$ cat config.mk
export PLATFORM = sky130hd
export DESIGN_NAME = qrs_div_cell
export DESIGN_NICKNAME = d
export VERILOG_FILES = /design/src/qrs_pkg.sv /design/src/qrs_div_cell.sv
export SDC_FILE = /design/constraint.sdc
export NUM_CORES = 1
export LEC_CHECK = 0
export BUFFER_PORTS_ARGS = -buffer_cell sky130_fd_sc_hd__buf_2
export CORE_MARGIN = 5
export CORE_UTILIZATION = 45
export DETAILED_ROUTE_END_ITERATION = 10
export PLACE_DENSITY = 0.78
export SYNTH_ARGS = -nofsm -noshare
export SYNTH_HDL_FRONTEND = slang
export SYNTH_SLANG_ARGS = --single-unit
$ cat constraint.sdc
create_clock -name clock -period 3.14 [get_ports clock]
set_input_delay 0.628 -clock clock [delete_from_list [all_inputs] [get_ports clock]]
set_output_delay 0.628 -clock clock [all_outputs]
set_load 0.01 [all_outputs]
$ cat src/qrs_pkg.sv
// Shared types and constants of the quadratic root solver.
package qrs_pkg;

   localparam int FRAC_BITS = 16;
   localparam int COEF_W    = 16;
   localparam int ROOT_W    = 33;
   localparam int DISC_W    = 35;
   localparam int MAG_W     = 34;
   localparam int SQ_DIGITS = 17 + FRAC_BITS;
   localparam int SQ_RAD_W  = 2 * SQ_DIGITS;
   localparam int SQ_REM_W  = SQ_DIGITS + 2;
   localparam int DIV_W     = 18 + FRAC_BITS;
   localparam int DEN_W     = 17;

   typedef enum logic [1:0] {
      ST_OK        = 2'd0,
      ST_NAN       = 2'd1,
      ST_ZERO_LEAD = 2'd2
   } status_type;

   typedef struct packed {
      logic                     valid;
      status_type               status;
      logic                     cmplx;
      logic signed [COEF_W-1:0] a;
      logic signed [COEF_W-1:0] b;
   } sq_side_type;

   typedef struct packed {
      logic             valid;
      status_type       status;
      logic             cmplx;
      logic             neg0;
      logic             neg1;
      logic [DEN_W-1:0] den;
   } div_side_type;

endpackage

$ cat src/qrs_div_cell.sv
// One quotient bit cell of the two-lane divider chain.
module qrs_div_cell
   import qrs_pkg::*;
(
   input  logic             clock,
   input  logic             reset,
   input  logic             advance,
   input  div_side_type     side_in,
   input  logic [DEN_W-1:0] rem_in  [2],
   input  logic [DIV_W-1:0] work_in [2],
   output div_side_type     side_ff,
   output logic [DEN_W-1:0] rem_ff  [2],
   output logic [DIV_W-1:0] work_ff [2]
);

   logic [DEN_W:0]   cat     [2];
   logic [DEN_W-1:0] rem_in_nx  [2];
   logic [DIV_W-1:0] work_in_nx [2];

   // shift the dividend out the top, quotient bits in at the bottom
   always_comb begin
      for (int k = 0; k < 2; k++) begin
         cat[k] = {rem_in[k], work_in[k][DIV_W-1]};
         if (cat[k] >= {1'b0, side_in.den}) begin
            rem_in_nx[k]  = DEN_W'(cat[k] - {1'b0, side_in.den});
            work_in_nx[k] = {work_in[k][DIV_W-2:0], 1'b1};
         end else begin
            rem_in_nx[k]  = cat[k][DEN_W-1:0];
            work_in_nx[k] = {work_in[k][DIV_W-2:0], 1'b0};
         end
      end
   end

   always_ff @(posedge clock) begin
      if (reset) begin
         side_ff <= '0;
      end else if (advance) begin
         side_ff <= side_in;
      end
   end

   always_ff @(posedge clock) begin
      if (advance) begin
         rem_ff  <= rem_in_nx;
         work_ff <= work_in_nx;
      end
   end

endmodule

; ---- Word level (Yosys, flattened, before mapping)
; Cells that the tools add are included.
[totals]
latchBits = 0
rom_bits = 0
ram_bits = 0
out_inout_bits = 125
mem_count = 0
reg_bits = 125
[op_classes]
eq_ne = 0
mux = 4
n_shift = 0
div = 0
n_mul = 0
n_addsub = 2
bitwise = 0
order_cmp = 2
reduce_logical = 0
[op_table]
columns = operator, n
row1 = $ge A18 B17 Y1, 2
row2 = $mux W17, 2
row3 = $sub A17 B17 Y17, 2
row4 = $mux W1, 2

; ---- Depth between registers and ports, before layout
; Gate-level depths: netlist of run 1.
[logic_depth]
ltp_word = 2
mapped_depth = 12
depth_no_buf = 11

; ---- Least setup slack after synthesis of run 1
; Ideal clock, no wire load.
[synth_timing]
kind = in2reg
from = input work_in[67] (netlist bit)
to = register rem_ff[25] (netlist bit) (data pin)
slack_ps = 291
arrival_time_ps = 2588
setup_ps = 260
required_ps = 2880
n_path_buf = 1
path_stages = 11
cell_sequence = inv_1 > ha_1 > inv_1 > fa_1 > a21o_1 > and2_1 > o31a_1 > o21ai_4 > inv_2 > buf_6 > mux2_4
[synth_rtl]
columns = item, line
row1 = from (decl), qrs_div_cell.sv:10  ; input logic [DIV_W-1:0] work_in [2],
row2 = to (signal assigned), qrs_div_cell.sv:44  ; rem_ff <= rem_in_nx;
row3 = to (decl), qrs_div_cell.sv:12  ; output logic [DEN_W-1:0] rem_ff [2],

==> impl_metrics.py, run 1 <==
metrics = {
    "run_status": {
        "outcome": "complete, no violations",
    },
    "placed_design": {
        "dp.cells": 917,
        "dp_hpwl_um": 13840,
        "io_buffers": 252,
        "gp_congestion": 0.8732,
    },
    "yosys": {
        "synth_nets": 658,
        "syn_area_um2": 6138,
        "ys_ff_latch": 125,
        "async_flop_share_pct": 0,
        "syn_avg_cell_area_um2": 12.43,
        "synth_cells": 494,
        "ys_warn_count": 0,
        "yosysTopAreaCellShare_pct": 49.90,
        "ys_types": 63,
        "synth_edf_count": 102,
        "ys_top_cells_by_count": "edfxtp_1 (102), nor2_1 (40), ha_1 (34)",
        "synth.most_common_cell": "edfxtp_1",
        "seq_area_frac_synth_pct": 57.40,
        "synth_area_leader_cell": "edfxtp_1",
        "synth-main-ff-cell": "edfxtp_1",
        "netlist_top_cells_area": "edfxtp_1 (50%), dfxtp_1 (7.5%), ha_1 (6.9%), mux2i_1 (3.8%), mux2_2 (3.1%)",
    },
    "routing": {
        "drtPass1Iterations": 5,
        "drt_wl_total_um": 17360,
        "drt_iter0_drc": 251,
        "drc": 0,
        "wl_per_cell_um": 18.27,
        "via_per_inst": 5.294,
        "vias": 5029,
        "ant_nets": 0,
    },
    "floorplanning": {
        "die_height_um": 126.8,
        "die_area_um2": 16080,
        "die_x_um": 126.8,
        "coreArea_um2": 13300,
        "pin_count": 253,
        "fp-row-count": 42,
        "start_util_pct": 46.17,
    },
    "grt": {
        "grt_pass1_wl_um": 26210,
        "antenna_found_initial": 1,
        "grt_start_max_net_pins": 52,
        "grt_usage_pct": 20.91,
        "overflow": 0,
        "grt_pass1_vias": 5077,
    },
    "sta": {
        "skew_ns": 0,
        "period_share_pct": 86.95,
        "fmax_mhz": 366.3,
        "min_period_ns": 2.730,
        "max-slew-margin-rel_pct": 62.76,
        "tightest_slew_ns": 0.5446,
        "setup_tns_ns": 0,
        "hold_viol": 0,
        "drv_slew": 0,
        "hold_ws_ns": 0.3856,
        "rsz0062_at_grt": "false",
        "setup_viol": 0,
    },
    "clock_tree": {
        "clk_pin_slew_ns": 0.06,
        "clock-sinks": 125,
        "cts_root_buffer": "clkbuf_16",
        "cts_buffer_depth": 2,
        "cts_made_buffers": 17,
        "clock_latency_ns": 0.40,
        "htreeDepth": 4,
        "cts_tree": "yes",
        "post_cts_buffers": 0,
        "post_cts_resized": 0,
        "holdBufCountCts": 0,
    },
    "critical_path": {
        "crit_fanout": 3,
        "endpoint_kind": "flop",
        "cp.arrival_ns": 2.89,
        "required_ns": 3.30,
        "crit_start": "side_in[0]",
        "regToRegStartpoint": "side_ff[6]",
        "crit_type": "input pin to flop",
        "worstSetupStartpointType": "input pin",
    },
    "cells_and_area": {
        "drive_above_1_share_pct": 42.43,
        "multi_input_area_um2": 2437,
        "ff_latch_area_um2": 3523,
        "syn_to_final_growth_pct": 33.65,
        "finalNetCount": 924,
        "final_cells": 950,
        "fillCellCount": 1079,
    },
    "pwr": {
        "power_leakage_nw": 3.745,
        "peakVddDrop_uv": 294.9,
        "p_per_area_nw_per_um2": 593.0,
    },
    "worst_hold_path": {
        "hp-start": "work_in[39]",
        "hp-class": "input pin to flop",
    },
    "job": {
        "maxCapViolCount": 0,
    },
}
through the flow:
stage	worst slack [ns]	cell area, um^2	power (W)	util (%)
floorplan	0.2912	6138	0.002621	-
global placement	0.1241	7630	0.002998	57.39
detailed placement	0.03157	7630	0.003020	57.39
CTS	0.4789	8202	0.004912	61.69
global route	0.2673	8204	0.005093	61.71
finish	0.4099	8204	0.004865	61.71
flip-flops by register name, summed over array words and instances (netlist names):
register	flops
side_ff	23
work_ff	68
rem_ff	34
per-layer routing:
| metal | wire length [um] | vias up | part of all wire [%] | global-route usage (%) |
|---|---|---|---|---|
| li1 | - | 2382 | - | - |
| met3 | 1405 | 24 | 8.1 | 5.927 |
| met5 | 0 | - | 0 | 0 |
| met1 | 6865 | 2378 | 40 | 24.32 |
| met4 | 255 | 0 | 1.5 | 7.003 |
| met2 | 8830 | 245 | 51 | 37.05 |
logic make-up after synthesis:
| family | count (synthesis) | share of synthesized area (%) |
|---|---|---|
| flops | 125 | 57.40 |
| simple gates | 117 | 8.846 |
| mux | 44 | 7.848 |
| fa+ha+maj | 36 | 7.583 |
| buf+inv | 41 | 2.894 |
| xor+xnor | 19 | 2.711 |
| compound gates | 112 | 12.72 |
power by group:
part | switching [W] | internal, W
logic | 0.000531 | 0.000427
clock network | 0.000763 | 0.00111
registers | 0.0000453 | 0.00199
total | 0.00134 | 0.00353
critical path: stages:
cell and delay, ns:
buf_2 0.15, ha_1 0.19, inv_1 0.06, fa_1 0.40
a21oi_1 0.25, o211ai_1 0.17, a221oi_1 0.42, o21ai_0 0.18
xor2_1 0.17, mux2_2 0.27
worst paths after layout:
path	cells after the start	endpoint	slack, ns
max	10	rem_ff[14]	0.41
min	1	work_ff[40]	0.39
max reg2reg	2	side_ff[6]	2.49
min reg2reg	2	side_ff[0]	0.49
cells in the final DEF (no fill, tap or decap), types with 13 or more instances in the layout:
cell,n
buf_2,251
edfxtp_1,102
nor2_1,40
ha_1,34
nand2_1,33
a21oi_1,26
inv_1,25
mux2i_1,23
dfxtp_1,23
o21ai_0,19
mux2_2,17
clkbuf_16,17
xnor2_1,16
a21o_1,15
nand3_1,13
cell type report:
type                            instances  share of cell area [%]
Multi-Input combinational cell        328                   29.71
Tap cell                              176                   2.684
Timing Repair Buffer                  261                   16.43
Clock inverter                         15                   1.784
Clock buffer                           17                   5.185
Inverter                               27                   1.235
Sequential cell                       125                   42.95
Antenna cell                            1                 0.03050
(Power assumes the default switching activity.)
==> inputs of run 2 (changes only) <==
CAP_MARGIN = 40   (was not set)
clock period = 2.8 ns   (was 3.14 ns; I/O delays follow)
==> impl_metrics.py, run 2 (synthesis results as in run 1) <==
metrics = {
    "clock_tree": {
        "clock_latency_ns": 0.40,
        "htreeDepth": 4,
        "post_cts_buffers": 0,
        "clock-sinks": 125,
        "cts_buffer_depth": 2,
        "post_cts_resized": 0,
        "holdBufCountCts": 0,
        "cts_root_buffer": "clkbuf_16",
        "cts_tree": "yes",
        "clk_pin_slew_ns": 0.06,
        "cts_made_buffers": 17,
    },
    "placed_design": {
        "io_buffers": 252,
        "placed_area_um2": 7900,
        "dp.cells": 953,
        "place_worst_setup_slack_ns": -0.1830,
        "gp_congestion": 0.9163,
        "dp_hpwl_um": 14400,
    },
    "cells_and_area": {
        "final_cell_mix": "buf_2 (251), edfxtp_1 (102), buf_4 (44), nor2_1 (40), ha_1 (34)",
        "mostFrequentLayoutCell": "buf_2",
        "largest_reg_flops": 68,
        "finalNetCount": 960,
        "top_regs": "work_ff (68), rem_ff (34), side_ff (23)",
        "finish.instance_area_um2": 8547,
        "syn_to_final_growth_pct": 39.24,
        "final_cells": 986,
        "drive_above_1_share_pct": 44.93,
        "largest-register": "work_ff",
    },
    "pwr": {
        "fin_total_pwr_w": 0.005823,
        "p_per_area_nw_per_um2": 681.2,
        "peakVddDrop_uv": 329.4,
        "power_leakage_nw": 3.959,
    },
    "floorplanning": {
        "pin_count": 253,
        "die_x_um": 126.8,
        "start_util_pct": 46.17,
        "fp-row-count": 42,
        "die_height_um": 126.8,
        "coreArea_um2": 13300,
        "die_area_um2": 16080,
    },
    "sta": {
        "hold_viol": 0,
        "fmax_mhz": 384.2,
        "skew_ns": 0,
        "rsz0062_at_grt": "false",
        "tightest_slew_ns": 0.5993,
        "hold_ws_ns": 0.3269,
        "setup_viol": 0,
        "worst_slack_ns": 0.1969,
        "max-slew-margin-rel_pct": 60.04,
        "min_period_ns": 2.603,
        "period_share_pct": 92.97,
        "drv_slew": 0,
    },
    "routing": {
        "drt-met1-wl_um": 7161,
        "via_per_inst": 5.291,
        "drt_wl_total_um": 18290,
        "drtPass1Iterations": 4,
        "ant_nets": 0,
        "vias": 5217,
        "highest_layer": "met5",
        "met3_length_um": 1442,
        "drt_iter0_drc": 250,
        "drc": 0,
        "wl_per_cell_um": 18.55,
        "wl_met2_um": 9434,
    },
    "critical_path": {
        "crit_fanout": 3,
        "required_ns": 2.96,
        "endpoint_kind": "flop",
        "crit_start": "side_in[0]",
        "regToRegStartpoint": "side_ff[11]",
        "crit_type": "input pin to flop",
        "worstSetupStartpointType": "input pin",
        "cp.arrival_ns": 2.76,
    },
    "run_status": {
        "outcome": "complete, no violations",
    },
    "grt": {
        "grt_usage_pct": 22.12,
        "grt_pass1_wl_um": 27830,
        "grt_pass1_vias": 5362,
        "overflow": 0,
        "grt_start_max_net_pins": 57,
        "antenna_found_initial": 3,
    },
    "job": {
        "maxCapViolCount": 0,
    },
    "worst_hold_path": {
        "hp-class": "input pin to flop",
        "hp-start": "work_in[11]",
    },
}
-- run 2: changes by cell type in the layout (fill, tap and decap cells not counted), sizes merged --
cell      previous run  this run
buf                261       297
inv                 36        29
bufinv               1         5
clkinv               2         6
clkinvlp             3         0
clkbuf              17        18
diode                1         2
-- run 2: area by class of cell --
class / count / area (um^2)
fillers: 1027 / 4748
clock buffers: 18 / 429.2
well taps: 176 / 220.2
clock inverters: 13 / 212.7
inverters: 27 / 101.3
flip-flops and latches: 125 / 3523
multi-input cells: 328 / 2437
diodes: 2 / 5.005
repair buffers: 297 / 1618
-- run 2: worst max-delay path: stages --
cell	delay [ns]
buf_2	0.13
ha_1	0.19
inv_1	0.07
fa_1	0.38
a21oi_1	0.23
o211ai_1	0.17
a221oi_1	0.44
o21ai_0	0.16
xor2_1	0.16
mux2_2	0.26
-- run 2: path summary, 6_finish.rpt --
path	slack, ns	to	depth (start not counted)
worst min register to register	0.50	side_ff[9]	2
worst max-delay path	0.20	rem_ff[14]	10
worst min-delay path	0.33	work_ff[12]	1
worst max register to register	2.16	side_ff[11]	2
-- run 2: per-layer routing --
metal,up-vias,global-route usage (%)
met4,2,6.877
met2,251,39.63
li1,2458,-
met3,26,6.011
met1,2480,25.76
met5,-,0
-- run 2: where the power goes --
group | total [W] | internal [W] | switching, W
combinational | 0.00115 | 0.000535 | 0.000613
clock | 0.00239 | 0.00158 | 0.000808
sequential | 0.00228 | 0.00223 | 0.0000535
total | 0.00582 | 0.00435 | 0.00147
-- run 2: through the flow --
stage / TNS, ns / utilization, %
2_1_floorplan: 0 / -
3_3_place_gp: -1.227 / 59.42
3_5_place_dp: -2.687 / 59.42
4_1_cts: 0 / 64.25
5_1_grt: 0 / 64.29
6_report: 0 / 64.29
==> inputs of run 3 (changes only) <==
CELL_PAD_IN_SITES_DETAIL_PLACEMENT = 2   (was not set)
CELL_PAD_IN_SITES_GLOBAL_PLACEMENT = 2   (was not set)
CORE_UTILIZATION = 30   (was 45)
PLACE_DENSITY = not set   (was 0.78)
PLACE_DENSITY_LB_ADDON = 0.08   (was not set)
==> impl_metrics.py, run 3 (synthesis results as in run 1) <==
metrics = {
    "sta": {
        "fmax_mhz": 387.3,
        "period_share_pct": 92.22,
        "drv_slew": 0,
        "max-slew-margin-rel_pct": 67.93,
        "setup_viol": 0,
        "skew_ns": 0,
        "min_period_ns": 2.582,
        "tightest_slew_ns": 0.4689,
        "hold_viol": 0,
        "rsz0062_at_grt": "false",
    },
    "clock_tree": {
        "clock_latency_ns": 0.41,
        "clock-sinks": 125,
        "post_cts_resized": 0,
        "post_cts_buffers": 0,
        "htreeDepth": 4,
        "clk_pin_slew_ns": 0.06,
        "holdBufCountCts": 0,
        "cts_buffer_depth": 2,
        "cts_root_buffer": "clkbuf_16",
        "cts_tree": "yes",
        "cts_made_buffers": 17,
    },
    "cells_and_area": {
        "largest_reg_flops": 68,
        "finalNetCount": 983,
        "largest-register": "work_ff",
        "fillCellCount": 2198,
        "mostFrequentLayoutCell": "buf_2",
        "top_regs": "work_ff (68), rem_ff (34), side_ff (23)",
        "syn_to_final_growth_pct": 43.03,
        "final_cell_mix": "buf_2 (251), edfxtp_1 (102), buf_4 (66), nor2_1 (40), ha_1 (34)",
        "antenna_cells": 0,
        "final_cells": 1102,
        "utilization_pct": 43.53,
        "drive_above_1_share_pct": 46.51,
    },
    "routing": {
        "wl_per_cell_um": 20.21,
        "drtPass1Iterations": 4,
        "vias": 5278,
        "ant_nets": 0,
        "drt_wl_total_um": 22270,
        "drt_iter0_drc": 171,
        "drc": 0,
        "via_per_inst": 4.789,
    },
    "placed_design": {
        "io_buffers": 252,
        "dp.cells": 1070,
        "gp_congestion": 0.7952,
        "dp_hpwl_um": 17900,
    },
    "floorplanning": {
        "start_util_pct": 30.43,
        "pin_count": 253,
        "fp-row-count": 52,
        "coreArea_um2": 20170,
        "die_height_um": 153.0,
        "die_x_um": 153.0,
        "die_area_um2": 23420,
    },
    "grt": {
        "overflow": 0,
        "antenna_found_initial": 0,
        "grt_pass1_wl_um": 34040,
        "grt_usage_pct": 18.71,
        "grt_start_max_net_pins": 55,
        "grt_pass1_vias": 6128,
    },
    "run_status": {
        "outcome": "complete, no violations",
    },
    "critical_path": {
        "endpoint_kind": "flop",
        "required_ns": 2.97,
        "regToRegStartpoint": "side_ff[12]",
        "crit_start": "side_in[1]",
        "cp.arrival_ns": 2.75,
        "crit_fanout": 11,
        "r2r_cells": 2,
        "worstSetupStartpointType": "input pin",
        "crit_type": "input pin to flop",
    },
    "pwr": {
        "peakVddDrop_uv": 429.3,
        "power_leakage_nw": 4.040,
        "p_per_area_nw_per_um2": 649.6,
    },
    "job": {
        "maxCapViolCount": 0,
    },
    "worst_hold_path": {
        "hp-start": "work_in[17]",
        "min_delay_path_depth": 1,
        "hp-class": "input pin to flop",
    },
}
==> run 3: cell types whose count changed in the layout (fill, tap and decap cells not counted), sizes merged <==
cell and change:
inv +7, clkinv -3, buf +23, bufinv -4
clkinvlp +2, diode -2, clkbuf -1
==> run 3: per-layer routing <==
| metal | track usage, % | vias up | share of wire (%) |
|---|---|---|---|
| met2 | 35.42 | 151 | 54 |
| li1 | - | 2493 | - |
| met4 | 5.303 | 0 | 1.6 |
| met1 | 21.14 | 2612 | 40 |
| met5 | 0 | - | 0 |
| met3 | 3.873 | 22 | 4.0 |
==> run 3: stage by stage <==
stage	hold WS (ns)	instance area (um^2)	setup slack [ns]	TNS (ns)	power, W
finish	0.3114	8780	0.2180	0	0.005703
global route	0.2817	8780	0.08863	0	0.005982
floorplan	0.5279	6138	0.01923	0	0.002939
detailed placement	0.4803	8203	-0.2209	-5.309	0.003570
global placement	0.4700	8203	-0.1330	-2.636	0.003506
CTS	0.2873	8780	0.2299	0	0.005802
==> run 3: final cells by class <==
type                    count  area (um^2)  share of cell area (%)
flip-flops and latches    125         3523                   40.13
multi-input cells         328         2437                   27.76
repair buffers            320         1803                   20.54
clock buffers              17        425.4                   4.845
well taps                 270        337.8                   3.848
clock inverters            15        151.4                   1.724
inverters                  27        101.3                   1.154
==> run 3: where the power goes <==
part	internal, W	leakage [nW]	total [W]	switching [W]
Clock	0.00125	0.280	0.00218	0.000928
Combinational	0.000573	2.57	0.00123	0.000659
Sequential	0.00223	1.19	0.00229	0.0000578
Total	0.00406	4.04	0.00570	0.00165
==> run 3: critical path, cell delays in order <==
cell,delay [ns]
buf_2,0.09
inv_1,0.12
buf_4,0.18
fa_1,0.44
a21o_1,0.21
and2_1,0.19
o31a_1,0.29
o21ai_4,0.17
inv_2,0.16
mux2_4,0.33
==> run 3: final timing paths <==
check | end | slack (ns)
max | rem_ff[29] | 0.22
max reg2reg | side_ff[12] | 2.15
min reg2reg | side_ff[0] | 0.49
min | work_ff[18] | 0.31
