==> src/qrs_pkg.sv <==
// Shared types and constants of the quadratic root solver.
package qrs_pkg;

   localparam int FRAC_BITS = 16;
   localparam int COEF_W    = 16;
   localparam int ROOT_W    = 33;
   localparam int DISC_W    = 35;
   localparam int MAG_W     = 34;
   localparam int SQ_DIGITS = 17 + FRAC_BITS;
   localparam int SQ_RAD_W  = 2 * SQ_DIGITS;
   localparam int SQ_REM_W  = SQ_DIGITS + 2;
   localparam int DIV_W     = 18 + FRAC_BITS;
   localparam int DEN_W     = 17;

   typedef enum logic [1:0] {
      ST_OK        = 2'd0,
      ST_NAN       = 2'd1,
      ST_ZERO_LEAD = 2'd2
   } status_type;

   typedef struct packed {
      logic                     valid;
      status_type               status;
      logic                     cmplx;
      logic signed [COEF_W-1:0] a;
      logic signed [COEF_W-1:0] b;
   } sq_side_type;

   typedef struct packed {
      logic             valid;
      status_type       status;
      logic             cmplx;
      logic             neg0;
      logic             neg1;
      logic [DEN_W-1:0] den;
   } div_side_type;

endpackage

==> src/qrs_sqrt_cell.sv <==
// One digit cell of the square root chain.
module qrs_sqrt_cell
   import qrs_pkg::*;
(
   input  logic                 clock,
   input  logic                 reset,
   input  logic                 advance,
   input  sq_side_type          side_in,
   input  logic [SQ_RAD_W-1:0]  rad_in,
   input  logic [SQ_REM_W-1:0]  rem_in,
   input  logic [SQ_DIGITS-1:0] root_in,
   output sq_side_type          side_ff,
   output logic [SQ_RAD_W-1:0]  rad_ff,
   output logic [SQ_REM_W-1:0]  rem_ff,
   output logic [SQ_DIGITS-1:0] root_ff
);

   logic [SQ_REM_W+1:0]  rem_cat;
   logic [SQ_REM_W+1:0]  trial;
   logic [SQ_REM_W-1:0]  rem_in_nx;
   logic [SQ_DIGITS-1:0] root_in_nx;

   always_comb begin
      rem_cat = {rem_in, rad_in[SQ_RAD_W-1 -: 2]};
      trial   = {2'b00, root_in, 2'b01};
      if (rem_cat >= trial) begin
         rem_in_nx  = SQ_REM_W'(rem_cat - trial);
         root_in_nx = {root_in[SQ_DIGITS-2:0], 1'b1};
      end else begin
         rem_in_nx  = rem_cat[SQ_REM_W-1:0];
         root_in_nx = {root_in[SQ_DIGITS-2:0], 1'b0};
      end
   end

   always_ff @(posedge clock) begin
      if (reset) begin
         side_ff <= '0;
      end else if (advance) begin
         side_ff <= side_in;
      end
   end

   always_ff @(posedge clock) begin
      if (advance) begin
         rad_ff  <= {rad_in[SQ_RAD_W-3:0], 2'b00};
         rem_ff  <= rem_in_nx;
         root_ff <= root_in_nx;
      end
   end

endmodule

==> config.mk <==
export PLATFORM = sky130hd
export DESIGN_NAME = qrs_sqrt_cell
export DESIGN_NICKNAME = d
export VERILOG_FILES = /design/src/qrs_pkg.sv /design/src/qrs_sqrt_cell.sv
export SDC_FILE = /design/constraint.sdc
export NUM_CORES = 1
export LEC_CHECK = 0
export BUFFER_PORTS_ARGS = -buffer_cell sky130_fd_sc_hd__buf_4
export CAP_MARGIN = 20
export CORE_MARGIN = 10
export CORE_UTILIZATION = 40
export CTS_CLUSTER_DIAMETER = 60
export DETAILED_ROUTE_END_ITERATION = 8
export HOLD_SLACK_MARGIN = 0.05
export PLACE_DENSITY = 0.76
export REMOVE_ABC_BUFFERS = 1
export SKIP_CTS_REPAIR_TIMING = 1
export SLEW_MARGIN = 0
export SYNTH_ARGS = -nofsm -noshare
export SYNTH_HDL_FRONTEND = slang
export SYNTH_SLANG_ARGS = --single-unit
==> constraint.sdc <==
create_clock -name clock -period 6.35 [get_ports clock]
set_input_delay 0.635 -clock clock [delete_from_list [all_inputs] [get_ports clock]]
set_output_delay 0.635 -clock clock [all_outputs]
set_load 0.1 [all_outputs]
After elaboration in Yosys (flattened, before gate mapping)

Cells that the tools add are included.
W data, S select, Z words.

Register bits: 168
Memory bits (writable): 0
Logic and storage cells: 12
Memories: 0
Input port bits: 173
Bits in latches: 0
Bits in read-only memories: 0

$add $sub $neg: 1
Mux-type cells: 2
$mul: 0
Shifts and indexed selects: 0
Bitwise gates (word level): 0
Equality and inequality tests: 0
Divide/modulo/power cells: 0
$lt $le $gt $ge: 1
Reductions and logical operators: 0

Operator list:

| kind             | number |
|---|---|
| $ge A37 B35 Y1   | 1 |
| $mux W35         | 1 |
| $sub A35 B35 Y35 | 1 |
| $mux W1          | 1 |

Longest topological paths before layout

Gate-level depths: netlist of run 1.

Depth in word-level cells: 2
Depth in mapped cells: 12
Mapped depth without buffers: 11

Worst setup path before layout of run 1

Ideal clock, no wire load.

Kind: input -> register
Start point: in root_in[26]
End point: reg rem_ff[10] (data pin)
Cell stages on the path: 12
Data arrival time: 2.746 ns
Library setup time: 0.260 ns
Buffers on the path: 1
Required time: 6.090 ns
Setup slack: 3.343 ns
Cells stage by stage: inv_1 ha_1 and3_1 and2b_1 and4_1 nand2_1 nor3_2 a31oi_2 a21oi_2 a21oi_4 buf_6 mux2_4

Longest elaborated chain between the ends: 2

Ends and longest elaborated chain:

| item                    | RTL line            | source |
|---|---|---|
| start: declaration      | qrs_sqrt_cell.sv:11 | `input logic [SQ_DIGITS-1:0] root_in,` |
| $ge A37 B35 Y1          | qrs_sqrt_cell.sv:26 | `if (rem_cat >= trial) begin` |
| $mux W35                | qrs_sqrt_cell.sv:26 |  |
| named net rem_in_nx[10] | qrs_sqrt_cell.sv:20 | `logic [SQ_REM_W-1:0] rem_in_nx;` |
| end signal: assignment  | qrs_sqrt_cell.sv:46 | `rem_ff <= rem_in_nx;` |
| end: declaration        | qrs_sqrt_cell.sv:14 | `output logic [SQ_REM_W-1:0] rem_ff,` |

The timed path passes the listed nets, and every way through them passes these cells.
A chain may end at the register's enable or synchronous reset.

Worst setup path after layout of run 1

Start point: in rem_in[22]
End point: reg rem_ff[12] (data pin)

Longest elaborated chain between the ends: 2

Ends and longest elaborated chain:

| item                    | RTL line            | source |
|---|---|---|
| start: declaration      | qrs_sqrt_cell.sv:10 | `input logic [SQ_REM_W-1:0] rem_in,` |
| $ge A37 B35 Y1          | qrs_sqrt_cell.sv:26 |  |
| $mux W35                | qrs_sqrt_cell.sv:26 |  |
| named net rem_in_nx[12] | qrs_sqrt_cell.sv:20 |  |

The timed path passes the listed nets, and every way through them passes these cells.

==> Flow_metrics.wiki, run 1 <==
{| class="wikitable"
! Metric !! Value
|-
| Reported leakage power || around 0.0050 µW
|-
| I/O Buffers || 340
|-
| H-Tree Depth || 4
|-
| Minimum clock period || 3.46 ns
|-
| Clock tree root driver cell || sky130_fd_sc_hd__clkbuf_16
|-
| Most common cell after layout, fill and taps aside || sky130_fd_sc_hd__buf_4
|-
| Area growth, synth to finish || 43.1%
|-
| Last weighted congestion value of the routability-driven placer || 0.819
|-
| Result of the run || finished clean
|-
| Drt first-iter violations || approximately 360
|-
| Initial core utilization || 41.2%
|-
| Core area || about 19000 µm²
|-
| Post-synthesis compound-gate area fraction || 8.22%
|-
| Die Footprint || 25400 µm²
|-
| Transition at the pin with the smallest max-transition slack || about 0.96 ns
|-
| Antenna Cells || 0
|-
| Routed wire length || about 24000 µm
|-
| Worst Setup End Kind || register
|-
| Pre-antenna DRT Iters || 4
|-
| Fraction of layout instances using a drive strength above 1 || 44.2%
|-
| Setup_tns || 0 ns
|-
| Adder-cell share of the synthesized area || 5.63%
|-
| Initial antenna violation count || 0
|-
| Area fraction in and, or, nand and nor cells after synthesis || roughly 7.8%
|-
| Pin count of the biggest net entering global routing || 95
|-
| Source-to-sink clock delay at the later pin of the worst-skew pair || ~0.42 ns
|-
| Routed length per placed instance || 20.0 µm
|-
| Number of buffers on the longest clock path || 2
|-
| Largest fanout on the critical path || 20
|-
| Total track usage || 18.3%
|-
| Number of storage elements in the synthesis netlist || 168
|-
| Overall die width || 159 µm
|-
| Average size of a mapped cell || ~13 µm²
|-
| Global-route wire length before repair || 35900 µm
|-
| Max Clock Freq || approximately 290 MHz
|-
| Vias after detailed routing || 5851
|-
| Final number of max-transition violations || 0
|-
| Inserted Clock Buffers || 17
|-
| Y dimension of the die || 159 µm
|-
| Via count of the first global-routing pass || 5960
|-
| Number of antenna-violating nets in the routed design || 0
|-
| RSZ-0062 raised after global routing || no
|-
| Number of instances in the synthesized netlist || between 500 and 600
|-
| Leading cell types in the layout, fill and taps excluded || sky130_fd_sc_hd__buf_4, sky130_fd_sc_hd__edfxtp_1, sky130_fd_sc_hd__nor2_1
|-
| Synth cell types || 59
|-
| Detailed-route vias per instance || 4.84
|-
| Synth Warn # || 0
|-
| Synth Flop Type || sky130_fd_sc_hd__edfxtp_1
|-
| Number of placement rows || 50
|-
| Global route overflow || 0
|-
| DRC violation count after routing || 0
|-
| Synthesized cell area || 7780 µm²
|-
| Minimum setup slack after placement || 2.41 ns
|-
| Number of clock sinks || around 170
|-
| Arr. time, crit path || 3.64 ns
|-
| Worst vdd ir || 174 µV
|-
| Ratio of total power to cell area || 333 nW/µm²
|-
| Fin Clk Skew || 0 ns
|-
| Required time of the worst setup path || ~6.5 ns
|-
| Type of the worst min-delay path || in2reg
|-
| MaxCap Viol Count || 0
|-
| Startpoint type of the worst setup path || primary input
|-
| EDFF count, synth || 132
|-
| Number of hold violations in the final report || 0
|-
| Final setup fails || 0
|-
| Clock slew at the register clock pins of the worst setup and hold paths || 0.08 ns
|-
| Xor/xnor cell area share of the yosys netlist || ~3.7%
|-
| Final net count || 1143
|-
| Relative slew slack || between 30 and 40%
|-
| Multiplexer share of the synthesized area || ~11%
|-
| Final worst setup slack || 2.89 ns
|-
| TritonCTS clock tree || built
|-
| Share of the clock period used by the worst path || 54.5%
|-
| Share of synthesized flip-flops with an asynchronous set or reset || 0%
|-
| Critical path class || in2reg
|-
| Placed wire-length estimate || 19500 µm
|-
| Number of fillers in the final layout || 1609
|-
| Number of ports placed on the die boundary || around 340
|-
| Sequential cell area fraction in the yosys report || 60.2%
|-
| Combinational family with the most area after synthesis || multiplexers
|}
-- per-stage QoR --
step           total power, µW  hold slack [ns]  area [µm²]  cells  utilization [%]
6_report                  3710            0.376       11100   1208             58.9
5_1_grt                   3840            0.349       11100   1208             58.9
4_1_cts                   3750            0.353       11100   1208             58.9
3_5_place_dp              2730            0.483       10600   1176             55.9
3_3_place_gp              2720            0.475       10600   1176             55.9
2_1_floorplan             2380            0.707        7660    574                -
-- cell families (layout without fill, tap and decap cells) --
kind of cell,Yosys count,after routing
buffers and inverters,63,414
other,1,2
adder cells (fa/ha/maj),35,35
XOR/XNOR,33,33
AND/OR/NAND/NOR,129,129
AO/OA/AOI/OAI,97,97
flip-flops,168,168
multiplexers,70,70
-- final cells by class --
class | count | area (µm²) | area share [%]
Clock buffer | 17 | 425 | 3.82
Clock inverter | 15 | 156 | 1.40
Inverter | 40 | 150 | 1.35
Multi-Input combinational cell | 366 | 2820 | 25.3
Sequential cell | 168 | 4680 | 42.1
Tap cell | 260 | 325 | 2.92
Timing Repair Buffer | 342 | 2570 | 23.1
-- critical path, stage by stage --
cell and delay (ns):
sky130_fd_sc_hd__buf_4 0.11, sky130_fd_sc_hd__ha_1 0.38, sky130_fd_sc_hd__a21oi_1 0.19, sky130_fd_sc_hd__nand2b_1 0.14, sky130_fd_sc_hd__o31ai_1 0.09, sky130_fd_sc_hd__o31a_1 0.28, sky130_fd_sc_hd__nor4_2 0.25, sky130_fd_sc_hd__o31ai_2 0.15
sky130_fd_sc_hd__a21oi_4 0.59, sky130_fd_sc_hd__buf_4 0.47, sky130_fd_sc_hd__mux2_4 0.34
-- registers in the layout (all words and copies together), names as in the netlist --
register  count
rem_ff       35
root_ff      33
rad_ff       64
side_ff      36
-- path summary, 6_finish.rpt --
kind | from | end | slack, ns | cells past startpoint
max | rem_in[22] | rem_ff[12] | 2.89 | 11
min | rad_in[18] | rad_ff[20] | 0.38 | 1
max reg2reg | side_ff[17] | side_ff[17] | 5.68 | 2
min reg2reg | side_ff[30] | side_ff[30] | 0.50 | 2
-- cell usage after synthesis (13+ instances only) --
cell / instances / area share (%)
sky130_fd_sc_hd__nor2_1: 62 / 3.0
sky130_fd_sc_hd__o21ai_0: 18 / 1.2
sky130_fd_sc_hd__xnor2_1: 23 / 2.6
sky130_fd_sc_hd__inv_1: 40 / 1.9
sky130_fd_sc_hd__dfxtp_1: 36 / 9.3
sky130_fd_sc_hd__a21o_1: 13 / 1.3
sky130_fd_sc_hd__ha_1: 35 / 5.6
sky130_fd_sc_hd__nand2_1: 21 / 1.0
sky130_fd_sc_hd__mux2_4: 27 / 5.2
sky130_fd_sc_hd__mux2i_1: 38 / 4.9
sky130_fd_sc_hd__edfxtp_1: 132 / 51
sky130_fd_sc_hd__a21oi_1: 30 / 1.9
-- metal layers --
metal	GRT usage, %	vias to the layer above	wire length, µm	part of all wire, %
li1	-	2844	-	-
met1	19.8	2774	9430	39
met2	32.1	202	12500	52
met3	6.64	31	1700	7.1
met4	6.87	0	529	2.2
met5	0	-	0	0
-- power by group --
group | switching (µW) | total [µW] | internal (µW)
Clock | 480 | 1000 | 523
Sequential | 34.2 | 1340 | 1310
Combinational | 1010 | 1360 | 354
Note: power is estimated with default switching activity, not from simulation.
==> run 2, diff against run 1 <==
- ABC_AREA: default -> 1
- PLACE_DENSITY: 0.76 -> 0.75
- clock period: 6.35 -> 3.2 ns (I/O delays scaled with it)
==> run 2 against run 1 <==
Compared with the run above:
- final cell count up 34%
- sequential power increased by 97%
- sequential share of layout area shrank 3.8 points
- first-iteration DRC count is 33% higher
- die area rose by 8.4%
- non-clock buffer count increased by 31
- via count up 33%
- combinational power grew 96%
- critical endpoint is now rem_ff[10]
==> Flow_metrics.wiki, run 2 <==
{| class="wikitable"
! Metric !! Value
|-
| Result of the run || finished clean (unchanged)
|-
| Fin Clk Skew || 0 ns (unchanged)
|-
| Hold Crit Depth || 1 (unchanged)
|-
| Initial antenna violation count || 0 (unchanged)
|-
| Via count of the first global-routing pass || 7617 (was 5960)
|-
| Sequential cell area || 4680 µm² (unchanged)
|-
| Final core occ || 58.2% (was 58.9%)
|-
| Type of the worst min-delay path || in2reg (unchanged)
|-
| Startpoint type of the worst setup path || primary input (unchanged)
|-
| Synth cell types || 36 (was 59)
|-
| Critical path class || in2reg (unchanged)
|-
| Number of instances in the synthesized netlist || 961 (was 596)
|-
| MaxCap Viol Count || 0 (unchanged)
|-
| Number of storage elements in the synthesis netlist || 168 (unchanged)
|-
| Arr. time, crit path || 2.37 ns (was 3.64 ns)
|-
| Core area || 21000 µm² (was 18900 µm²)
|-
| TritonCTS clock tree || built (unchanged)
|-
| Reported leakage power || 0.00599 µW (was 0.00501 µW)
|-
| Detailed-route vias per instance || 4.79 (was 4.84)
|-
| Max Clock Freq || approximately 450 MHz
|-
| Global route overflow || 0 (unchanged)
|-
| Number of ports placed on the die boundary || 343 (unchanged)
|-
| Number of fillers in the final layout || 1871 (was 1609)
|-
| Most common cell in the netlist || sky130_fd_sc_hd__nand2_1 (was sky130_fd_sc_hd__edfxtp_1)
|-
| Most frequent CP cell || sky130_fd_sc_hd__nand2_1 (was sky130_fd_sc_hd__buf_4)
|-
| Area post-placement || 11400 µm² (was 10600 µm²)
|-
| Area occupied by multi-input gates || 3160 µm² (was 2820 µm²)
|-
| Transition at the pin with the smallest max-transition slack || 0.966 ns (was 0.964 ns)
|-
| Final net count || 1541 (was 1143)
|-
| Vias after detailed routing || 7769 (was 5851)
|-
| Pre-antenna DRT Iters || 5 (was 4)
|-
| Number of placement rows || 53 (was 50)
|-
| Placed wire-length estimate || 24100 µm (was 19500 µm)
|-
| Final std cells w/o fill || 1621 (was 1208)
|-
| Area share of the largest cell type after synthesis || 46.5% (was 51.0%)
|-
| Routed wire length || 30100 µm (was 24100 µm)
|-
| Clock tree root driver cell || sky130_fd_sc_hd__clkbuf_16 (unchanged)
|-
| Number of buffers on the longest clock path || 2 (unchanged)
|-
| Max FFs per register || 64 (unchanged)
|-
| Area growth, synth to finish || 43.4% (was 43.1%)
|-
| Initial core utilization || 40.6% (was 41.2%)
|-
| Overall die width || 166 µm (was 159 µm)
|-
| Worst vdd ir || 348 µV (was 174 µV)
|-
| Worst Setup End Kind || register (unchanged)
|-
| Commonest cells in the synthesized netlist || sky130_fd_sc_hd__nand2_1, sky130_fd_sc_hd__inv_1, sky130_fd_sc_hd__edfxtp_1, sky130_fd_sc_hd__a21oi_1, sky130_fd_sc_hd__nor2_1 (was sky130_fd_sc_hd__edfxtp_1, sky130_fd_sc_hd__nor2_1, sky130_fd_sc_hd__inv_1, sky130_fd_sc_hd__mux2i_1, sky130_fd_sc_hd__dfxtp_1)
|-
| Sequential cell area fraction in the yosys report || 54.9% (was 60.2%)
|-
| Last weighted congestion value of the routability-driven placer || 0.946 (was 0.819)
|-
| Number of hold violations in the final report || 0 (unchanged)
|-
| Final setup fails || 0 (unchanged)
|-
| Share of synthesized flip-flops with an asynchronous set or reset || 0% (unchanged)
|-
| Count of placed standard cells including taps || 1561 (was 1176)
|-
| Relative slew slack || 35.6% (was 35.8%)
|-
| Largest Register || rad_ff (unchanged)
|-
| Number of antenna-violating nets in the routed design || 0 (unchanged)
|-
| Synth Warn # || 0 (unchanged)
|-
| Synth Flop Type || sky130_fd_sc_hd__edfxtp_1 (unchanged)
|-
| Share of the clock period used by the worst path || 68.8%
|-
| Non-Filler Cell Area, Final || 12200 µm² (was 11100 µm²)
|-
| EDFF count, synth || 132 (unchanged)
|-
| Number of clock sinks || 168 (unchanged)
|-
| Endpoint of the worst hold path || root_ff[1] (was rad_ff[20])
|-
| Fraction of layout instances using a drive strength above 1 || 30.3% (was 44.2%)
|-
| Pin count of the biggest net entering global routing || 62 (was 95)
|-
| Reg2reg path depth || 2 (unchanged)
|-
| Leading cell types in the layout, fill and taps excluded || sky130_fd_sc_hd__buf_4, sky130_fd_sc_hd__nand2_1, sky130_fd_sc_hd__inv_1 (was sky130_fd_sc_hd__buf_4, sky130_fd_sc_hd__edfxtp_1, sky130_fd_sc_hd__nor2_1)
|-
| Die Footprint || 27600 µm² (was 25400 µm²)
|-
| Worst reg2reg path startpoint || side_ff[30] (was side_ff[17])
|-
| Antenna Cells || 0 (unchanged)
|-
| Setup_tns || 0 ns (unchanged)
|-
| Most common cell after layout, fill and taps aside || sky130_fd_sc_hd__buf_4 (unchanged)
|-
| Ratio of total power to cell area || 604 nW/µm² (was 333 nW/µm²)
|-
| Drt first-iter violations || 485 (was 364)
|-
| Total track usage || 20.7% (was 18.3%)
|-
| Minimum clock period || 2.20 ns
|-
| Synthesized cell area || 8530 µm² (was 7780 µm²)
|-
| Inserted Clock Buffers || 17 (unchanged)
|-
| Final number of max-transition violations || 0 (unchanged)
|-
| Critical-path top delay cell || sky130_fd_sc_hd__ha_1 (was sky130_fd_sc_hd__a21oi_4)
|-
| I/O Buffers || 340 (unchanged)
|-
| Source-to-sink clock delay at the later pin of the worst-skew pair || 0.42 ns (about the same)
|-
| Endpoint of the worst register-to-register path || side_ff[30] (was side_ff[17])
|-
| Largest fanout on the critical path || 32 (was 20)
|-
| Synth top area cells || sky130_fd_sc_hd__edfxtp_1, sky130_fd_sc_hd__nand2_1, sky130_fd_sc_hd__dfxtp_1, sky130_fd_sc_hd__inv_1, sky130_fd_sc_hd__ha_1 (was sky130_fd_sc_hd__edfxtp_1, sky130_fd_sc_hd__dfxtp_1, sky130_fd_sc_hd__ha_1, sky130_fd_sc_hd__mux2_4, sky130_fd_sc_hd__mux2i_1)
|-
| H-Tree Depth || 4 (unchanged)
|-
| Average size of a mapped cell || 8.87 µm² (was 13.1 µm²)
|-
| Worst-path cell chain || buf_4 > ha_1 > nand2_1 > inv_1 > nand2_1 > nand2_1 > a21oi_2 > nand2_1 > nand2_1 > nand4_4 > buf_12 > nand2_1 > o21ai_1 (was buf_4 > ha_1 > a21oi_1 > nand2b_1 > o31ai_1 > o31a_1 > nor4_2 > o31ai_2 > a21oi_4 > buf_4 > mux2_4)
|-
| Register-to-Register Setup Slack || 2.56 ns (was 5.68 ns)
|-
| DRC violation count after routing || 0 (unchanged)
|-
| Start point of the worst hold path || root_in[0] (was rad_in[18])
|-
| Y dimension of the die || 166 µm (was 159 µm)
|-
| Largest registers || rad_ff (64), side_ff (36), rem_ff (35) (unchanged)
|-
| Routed length per placed instance || 18.6 µm (was 20.0 µm)
|-
| Required time of the worst setup path || 3.37 ns (was 6.53 ns)
|-
| Max incr delay on CP || 0.38 ns (was 0.59 ns)
|-
| RSZ-0062 raised after global routing || no (unchanged)
|-
| Clock slew at the register clock pins of the worst setup and hold paths || 0.08 ns (about the same)
|-
| Global-route wire length before repair || 44900 µm (was 35900 µm)
|-
| Cell taking the most area after synthesis || sky130_fd_sc_hd__edfxtp_1 (unchanged)
|}
==> run 2: cell count changes in the layout (fill, tap and decap cells not counted), moves of 22 or more <==
cell                            delta
sky130_fd_sc_hd__nand3_1          +52
sky130_fd_sc_hd__mux2i_1          -38
sky130_fd_sc_hd__a21oi_1          +30
sky130_fd_sc_hd__dlygate4sd3_1    +28
sky130_fd_sc_hd__xnor2_1          -22
sky130_fd_sc_hd__nand2_1         +299
sky130_fd_sc_hd__inv_1           +104
sky130_fd_sc_hd__mux2_4           -27
==> run 2: cell families after synthesis <==
logic type      Yosys count  synth area share [%]
compound gates           92                  5.75
xor+xnor                 17                  1.75
fa+ha+maj                35                  5.13
buf+inv                 167                  8.10
flops                   168                  54.9
other cells               1                0.0440
simple gates            481                  24.3
==> run 2: worst max path at each step <==
| stage | start | endpoint | cells past startpoint |
|---|---|---|---|
| 6_report | rem_in[17] | rem_ff[10] | 13 |
| 5_1_grt | rem_in[17] | rem_ff[14] | 13 |
| 4_1_cts | rem_in[22] | rem_ff[10] | 11 |
| 3_5_place_dp | rem_in[22] | rem_ff[0] | 11 |
| 3_3_place_gp | root_in[16] | rem_ff[19] | 11 |
| 2_1_floorplan | root_in[14] | rem_ff[33] | 12 |
==> run 2: power by group <==
group / internal [µW] / leakage, µW / total [µW] / switching (µW)
registers: 2580 / 0.00159 / 2640 / 62.6
clock network: 1060 / 0.000293 / 2070 / 1010
logic: 621 / 0.00410 / 2670 / 2050
total: 4260 / 0.00599 / 7380 / 3120
==> run 2: per-layer routing <==
metal | part of all wire [%] | track usage (%)
met5 | 0 | 0
met4 | 2.6 | 7.55
met3 | 7.5 | 6.06
met2 | 52 | 36.6
met1 | 38 | 23.1
==> run 2: worst max-delay path: cells and delay by family <==
family                     cells  cell delay, ns
and+or+nand+nor                7            0.90
buffers and inverters          3            0.49
adders and majority gates      1            0.38
AOI/OAI and AO/OA              2            0.26
==> run 2: through the flow <==
stage,hold WS (ns),setup WS (ns),power (µW)
floorplan,0.389,0.944,4600
global placement,0.450,0.604,5310
detailed placement,0.456,0.560,5330
CTS,0.0437,1.02,7410
global route,0.0505,0.829,7680
finish,0.0672,0.999,7380
==> run 2: final cells by class <==
class / count / share of cell area, %
flip-flops and latches: 168 / 38.3
multi-input cells: 627 / 25.8
repair buffers: 373 / 23.7
inverters: 146 / 4.48
clock buffers: 17 / 3.48
well taps: 275 / 2.81
clock inverters: 15 / 1.39
